`src/sv/lcar_pkg.sv`:
```
// Package: shared types and constants of the load cell ADC reader.
package lcar_pkg;

	localparam int READ_W     = 24;
	localparam int DIVIDEND_W = 32;
	localparam int HP_W       = 8;
	localparam int CFG_IDX_W  = 2;

	localparam logic [CFG_IDX_W-1:0] CFG_HALF_PERIOD = 2'd0;
	localparam logic [CFG_IDX_W-1:0] CFG_SCALE       = 2'd1;
	localparam logic [CFG_IDX_W-1:0] CFG_POWER_DOWN  = 2'd2;

	localparam logic [READ_W-1:0] READ_MAX = {READ_W{1'b1}};

	typedef struct packed {
		logic data_pin;
	} tick_t;

	typedef struct packed {
		logic              sck_level;
		logic              weight_valid;
		logic [READ_W-1:0] weight;
		logic [READ_W-1:0] raw_reading;
		logic              tare_captured;
	} result_t;

	typedef struct packed {
		logic                  start;
		logic [DIVIDEND_W-1:0] dividend;
		logic [READ_W-1:0]     divisor;
	} div_req_t;

	typedef struct packed {
		logic                  done;
		logic [DIVIDEND_W-1:0] quotient;
	} div_rsp_t;

endpackage

```
`src/sv/lcar_div.sv`:
```
// Module: restoring divider, one quotient bit per cycle.
module lcar_div import lcar_pkg::*; (
	input  logic     clk,
	input  logic     arst_n,
	input  div_req_t req,
	output div_rsp_t rsp
);
	localparam int CNT_W = $clog2(DIVIDEND_W);
	localparam logic [CNT_W-1:0] LAST = CNT_W'(DIVIDEND_W - 1);

	logic                  busy_q;
	logic                  done_q;
	logic [CNT_W-1:0]      cnt_q;
	logic [READ_W-1:0]     rem_q;
	logic [DIVIDEND_W-1:0] quo_q;
	logic [READ_W-1:0]     dsr_q;
	logic [READ_W:0]       shifted;
	logic [READ_W:0]       trial;
	logic                  ge;

	assign shifted = {rem_q, quo_q[DIVIDEND_W-1]};
	assign trial   = shifted - {1'b0, dsr_q};
	assign ge      = shifted >= {1'b0, dsr_q};

	always_ff @(posedge clk or negedge arst_n) begin
		if (!arst_n) begin
			busy_q <= 1'b0;
			done_q <= 1'b0;
			cnt_q  <= '0;
		end else begin
			done_q <= busy_q && (cnt_q == LAST);
			if (req.start) begin
				busy_q <= 1'b1;
				cnt_q  <= '0;
			end else if (busy_q) begin
				cnt_q <= cnt_q + CNT_W'(1);
				if (cnt_q == LAST) begin
					busy_q <= 1'b0;
				end
			end
		end
	end

	always_ff @(posedge clk) begin
		if (req.start) begin
			quo_q <= req.dividend;
			dsr_q <= req.divisor;
			rem_q <= '0;
		end else if (busy_q) begin
			rem_q <= ge ? trial[READ_W-1:0] : shifted[READ_W-1:0];
			quo_q <= {quo_q[DIVIDEND_W-2:0], ge};
		end
	end

	assign rsp.done     = done_q;
	assign rsp.quotient = quo_q;
endmodule

```
`config.mk`:
```
export PLATFORM = sky130hd
export DESIGN_NAME = lcar_div
export DESIGN_NICKNAME = d
export VERILOG_FILES = /design/src/sv/lcar_pkg.sv /design/src/sv/lcar_div.sv
export SDC_FILE = /design/constraint.sdc
export NUM_CORES = 1
export LEC_CHECK = 0
export ABC_AREA = 1
export BUFFER_PORTS_ARGS = -buffer_cell sky130_fd_sc_hd__clkbuf_2
export CORE_ASPECT_RATIO = 2
export CORE_MARGIN = 3
export CORE_UTILIZATION = 60
export DETAILED_ROUTE_END_ITERATION = 10
export PLACE_DENSITY_LB_ADDON = 0.05
export SETUP_SLACK_MARGIN = 0.2
export SYNTH_ARGS = -nofsm -noshare
export SYNTH_HDL_FRONTEND = slang
export SYNTH_SLANG_ARGS = --single-unit
```
`constraint.sdc`:
```
create_clock -name clk -period 4.5 [get_ports clk]
set_input_delay 0.45 -clock clk [delete_from_list [all_inputs] [get_ports clk]]
set_output_delay 0.45 -clock clk [all_outputs]
set_load 0.01 [all_outputs]
```
Word level (Yosys, flattened, before mapping)
Cells that the tools add are included.
{"block": "op_classes", "addsub": 2, "n_lt_le_gt_ge": 1, "eq_ne": 1, "muxes": 8, "n_reduce_logical": 2}
{"op": "$mux W32", "count": 2}
{"op": "$ge A25 B24 Y1", "count": 1}
{"op": "$mux W24", "count": 1}
{"op": "$sub A24 B24 Y24", "count": 1}
{"op": "$mux W5", "count": 2}
{"op": "$add A5 B1 Y5 const B", "count": 1}
{"op": "$eq A5 B5 Y1 const B", "count": 1}
{"op": "$mux W1", "count": 3}
{"op": "$reduce_bool A2 Y1", "count": 1}
{"op": "$logic_and A1 B1 Y1", "count": 1}
{"block": "word_totals", "regBits": 87, "output_inout_bits": 33, "word_cells": 20}

Logic depth before layout (Yosys ltp)
{"block": "logic_depth", "depth_word": 4, "ltp_mapped": 15, "mapped_depth_nobuf": 15}

Worst setup path after synthesis
OpenSTA, ideal clock, no wires.
{"block": "synth_path", "path_type": "register to register", "from": "reg quo_q[31]", "to": "reg rem_q[12]", "setup_ps": 114, "t_arrival_ps": 1833, "required_ps": 4386, "setup_slack_ps": 2553, "stages_incl_launch_ff": 16, "path_buffers": 0, "synth_period_minus_slack_ps": 1947, "path_cell_list": "edfxtp_1 inv_1 ha_1 fa_1 inv_1 nand3_1 nand3_1 nand2_1 nand3_1 nand2_1 nand2_1 nand2_1 nand2_1 nand2_1 nand3_1 nand2_1"}
{"block": "synth_between", "elab_chain_len": 2, "word_cells_on_any_way": 3, "cone_classes": "add/sub: 1; order compare: 1; mux: 1"}
{"item": "start: declaration", "line_no": "lcar_div.sv:15", "text": "logic [DIVIDEND_W-1:0] quo_q;"}
{"item": "start signal: assignment", "line_no": "lcar_div.sv:46", "text": "quo_q <= req.dividend;"}
{"item": "start signal: assignment", "line_no": "lcar_div.sv:51", "text": "quo_q <= {quo_q[DIVIDEND_W-2:0], ge};"}
{"item": "$sub A24 B24 Y24 / $ge A25 B24 Y1 (equally long branches)", "line_no": "lcar_div.sv:22, lcar_div.sv:23"}
{"item": "$mux W24 *", "line_no": "lcar_div.sv:50", "text": "rem_q <= ge ? trial[READ_W-1:0] : shifted[READ_W-1:0];"}
{"item": "end signal: assignment", "line_no": "lcar_div.sv:50"}
{"item": "end: declaration", "line_no": "lcar_div.sv:14", "text": "logic [READ_W-1:0] rem_q;"}
Every way passes the cells marked *; elsewhere a longest branch is shown, timed or not.
A chain may end at the register's enable or synchronous reset.

Final worst setup path
{"block": "layout_path", "from": "reg dsr_q[8]", "to": "reg quo_q[0] (data pin)"}
{"block": "layout_between", "elab_chain_len": 3}
{"item": "start: declaration", "line_no": "lcar_div.sv:16", "text": "logic [READ_W-1:0] dsr_q;"}
{"item": "start signal: assignment", "line_no": "lcar_div.sv:47", "text": "dsr_q <= req.divisor;"}
{"item": "$ge A25 B24 Y1", "line_no": "lcar_div.sv:23", "text": "assign ge = shifted >= {1'b0, dsr_q};"}
{"item": "$mux W32", "line_no": "lcar_div.sv:49", "text": "end else if (busy_q) begin"}
{"item": "$mux W32", "line_no": "lcar_div.sv:45", "text": "if (req.start) begin"}
Every way passes these cells. The select of a mux whose other input is x is not followed.

==> impl_metrics.tcl <==
set metrics [dict create \
    pwr-share-seq_pct 30.1 \
    min_path_type "input port to register" \
    pin_count 92 \
    rr_worst_depth 12 \
    ant_nets 0 \
    switchingPower_uw 1608 \
    antenna_found_initial 0 \
    fillCellCount 707 \
    grt_pass1_vias 5150 \
    r2r-end "quo_q[0]$_DFFE_PP_" \
    syn_area_um2 5515 \
    setup_violations 0 \
    grt-ovfl-total 0 \
    worstHoldEndpoint "dsr_q[18]$_DFFE_PP_" \
    htree_levels 3 \
    stdcell_count 967 \
    grt_first_pass_wirelength_um 23230 \
    cts_sinks 87 \
    drtIter0Drc 329 \
    clkSlewWorstSetupHoldPaths_ns 0.07 \
    cts_tree "yes" \
    syn_inst 775 \
    synth_area_per_cell_um2 7.117 \
    grt_start_max_net_pins 62 \
    critPathCaptureType "register" \
    clock.fmax_mhz 384.6 \
    tns_ns 0 \
    hold_depth 1 \
    finClkSkew_ns 0.009581 \
    place_ws_ns 1.927 \
    nets 948 \
    viasPerCell 5.383 \
    post_synth_num_cell_types 34 \
    seq_area_frac_synth_pct 42.38 \
    num_rows 48 \
    dp_hpwl_um 11130 \
    syn-num-nets 861 \
    leakage_uw 0.003533 \
    dp_cells 950 \
    sw_frac_of_total_pct 43.09 \
    rsz0062_at_grt "no" \
    track_usage_pct 29.32 \
    fin_ws_ns 1.900 \
    cp_data_required_time_ns 4.59 \
    core_area_um2 8768 \
    cp.arrival_ns 2.69 \
    gp_congestion 0.9632 \
    fp.dieH_um 141.6 \
    clockRootBuffer "clkbuf_16" \
    worst_skew_pair.late_latency_ns 0.34 \
    antenna-diode-count 0 \
    start_kind "register" \
    wl_per_cell_um 15.25 \
    hold_violations 0 \
    tightest_slew_ns 1.217 \
    multiInputGateArea_um2 2539 \
    max-vdd-ir-drop_mv 0.3403 \
    syn2layout_area_growth_pct 15.09 \
    p_comb_share_pct 48.1 \
    remaining_drc_errors 0 \
    period_share_pct 57.79 \
    outcome "completed" \
    pwr-share-clk_pct 21.8 \
    clk_path_buf_depth 2 \
    synth_seq_cells 87 \
    drt-total-wl_um 14750 \
    dr.pass1.iters 5 \
    power_density_nw_per_um2 587.7 \
    crit_fanout 25 \
    r2r-start "dsr_q[8]$_DFFE_PP_" \
    ff2ff_setup_slack_ns 1.90 \
    drv_slew 0 \
    holdWs_ns 0.2749 \
    vias 5205 \
    final-seq-area_um2 2337 \
    cts_buffers 9 \
    floorplan.initialDensity_pct 62.90 \
    die_w_um 73.80 \
    portBuffers 91 \
    period_needed_ns 2.600 \
    die-area_um2 10450 \
    power.internal_uw 2123 \
    hp-start "req[18]" \
    maxCapViolCount 0 \
    yosys_warnings 0 \
    crit_type "register to register" \
    relSlewSlack_pct 18.76 \
    final_layout_size_suffix_gt1_share_pct 14.88 \
]
==> synthesized netlist by cell type <==
cell type	instances	area share [%]
nor3_1	7	0.64
nand3_1	45	4.1
buf_1	1	0.068
a21oi_4	1	0.29
nor4_1	1	0.11
buf_4	1	0.14
a31oi_1	1	0.11
xnor2_1	7	1.1
edfxtp_1	56	30
nor2_2	3	0.34
inv_2	5	0.34
nor3_2	1	0.18
buf_2	6	0.54
buf_12	1	0.36
clkinv_1	2	0.14
inv_1	134	9.1
dfrtp_1	7	3.2
ha_1	26	5.9
nand3_4	1	0.32
nor2_1	30	2.0
o21a_1	1	0.14
nand2_1	341	23
fa_1	1	0.36
nand2_2	7	0.79
a21oi_1	11	1.0
o21ai_0	2	0.18
nand3b_1	7	0.95
nand4_1	30	3.4
xor2_1	2	0.32
clkbuf_1	10	0.68
dfxtp_1	24	8.7
a22o_1	1	0.16
buf_6	1	0.20
nand4_4	1	0.39
==> stage by stage <==
stage               util (%)  total power [uW]  area (um^2)
finish                 72.39              3731         6347
global route           72.39              4007         6347
CTS                    72.39              3729         6347
detailed placement     68.61              2895         6016
global placement       68.61              2856         6016
floorplan                  -              2473         5515
==> layout by cell type, fill, tap and decap left out, types with 2 or more instances in the layout <==
cell,count
dfrtp_1,7
nand3_1,45
nor2_1,30
nand3b_1,7
clkinv_1,2
edfxtp_1,56
nand4_1,30
ha_1,26
clkinvlp_4,2
nor3_1,7
clkbuf_16,9
xnor2_1,7
bufinv_16,2
xor2_1,2
inv_2,5
nor2_2,3
nand2_2,7
o21ai_0,2
a21oi_1,11
inv_1,134
buf_4,4
clkbuf_2,91
inv_6,2
dfxtp_1,24
nand2_1,341
==> registers in the layout (all words and copies together) (netlist names) <==
name	count
rem_q	24
quo_q	32
cnt_q	5
done_q	1
dsr_q	24
busy_q	1
==> worst max-delay path by stage <==
stage / from / end / cells past startpoint
floorplan: quo_q[31]$_DFFE_PP_ / rem_q[12]$_SDFFE_PP0P_ / 15
global placement: dsr_q[18]$_DFFE_PP_ / rem_q[9]$_SDFFE_PP0P_ / 11
detailed placement: dsr_q[2]$_DFFE_PP_ / quo_q[0]$_DFFE_PP_ / 12
CTS: dsr_q[8]$_DFFE_PP_ / quo_q[0]$_DFFE_PP_ / 12
global route: dsr_q[8]$_DFFE_PP_ / quo_q[0]$_DFFE_PP_ / 12
finish: dsr_q[8]$_DFFE_PP_ / quo_q[0]$_DFFE_PP_ / 12
==> cell type report <==
cell class                      instances  area share, %
Multi-Input combinational cell        527          40.00
Sequential cell                        87          36.82
Inverter                              141          8.338
Timing Repair Buffer                   96          7.806
Clock buffer                           10          3.607
Tap cell                              100          1.971
Clock inverter                          6          1.459
==> critical path, cell delays in order (launching register included) <==
cell      delay, ns
edfxtp_1       0.36
inv_1          0.07
ha_1           0.28
nand2_1        0.15
inv_1          0.05
nand2_1        0.06
nand2_1        0.06
inv_1          0.05
nand3_1        0.14
nand2_2        0.47
nand3_4        0.41
nand2_1        0.15
nand2_1        0.06
==> power groups by stage <==
stage               sequential, uW  combinational [uW]  clock (uW)
floorplan                     1120                1350           0
global placement              1130                1730           0
detailed placement            1130                1760           0
CTS                           1120                1780         824
global route                  1140                2020         852
finish                        1120                1790         815
==> logic make-up after synthesis <==
family / after synthesis / synth area share (%)
AOI/OAI and AO/OA: 17 / 1.883
xor gates and xnor gates: 9 / 1.429
adders and majority gates: 27 / 6.261
buffers and inverters: 161 / 11.59
DFF: 87 / 42.38
and+or+nand+nor: 474 / 36.46
==> timing repair <==
action,in CTS,in global routing
hold endpoints to repair,7,0
resized for setup,0,0
hold buffers,1,0
setup buffers,0,0
==> routing by layer <==
| metal | vias to the layer above | GRT usage [%] | routed length (um) |
|---|---|---|---|
| li1 | 2588 | - | - |
| met1 | 2386 | 28.82 | 5065 |
| met2 | 185 | 54.59 | 8384 |
| met3 | 46 | 4.539 | 618 |
| met4 | 0 | 17.48 | 682 |
| met5 | - | 0 | 0 |
Power figures use the tool's default switching activity.
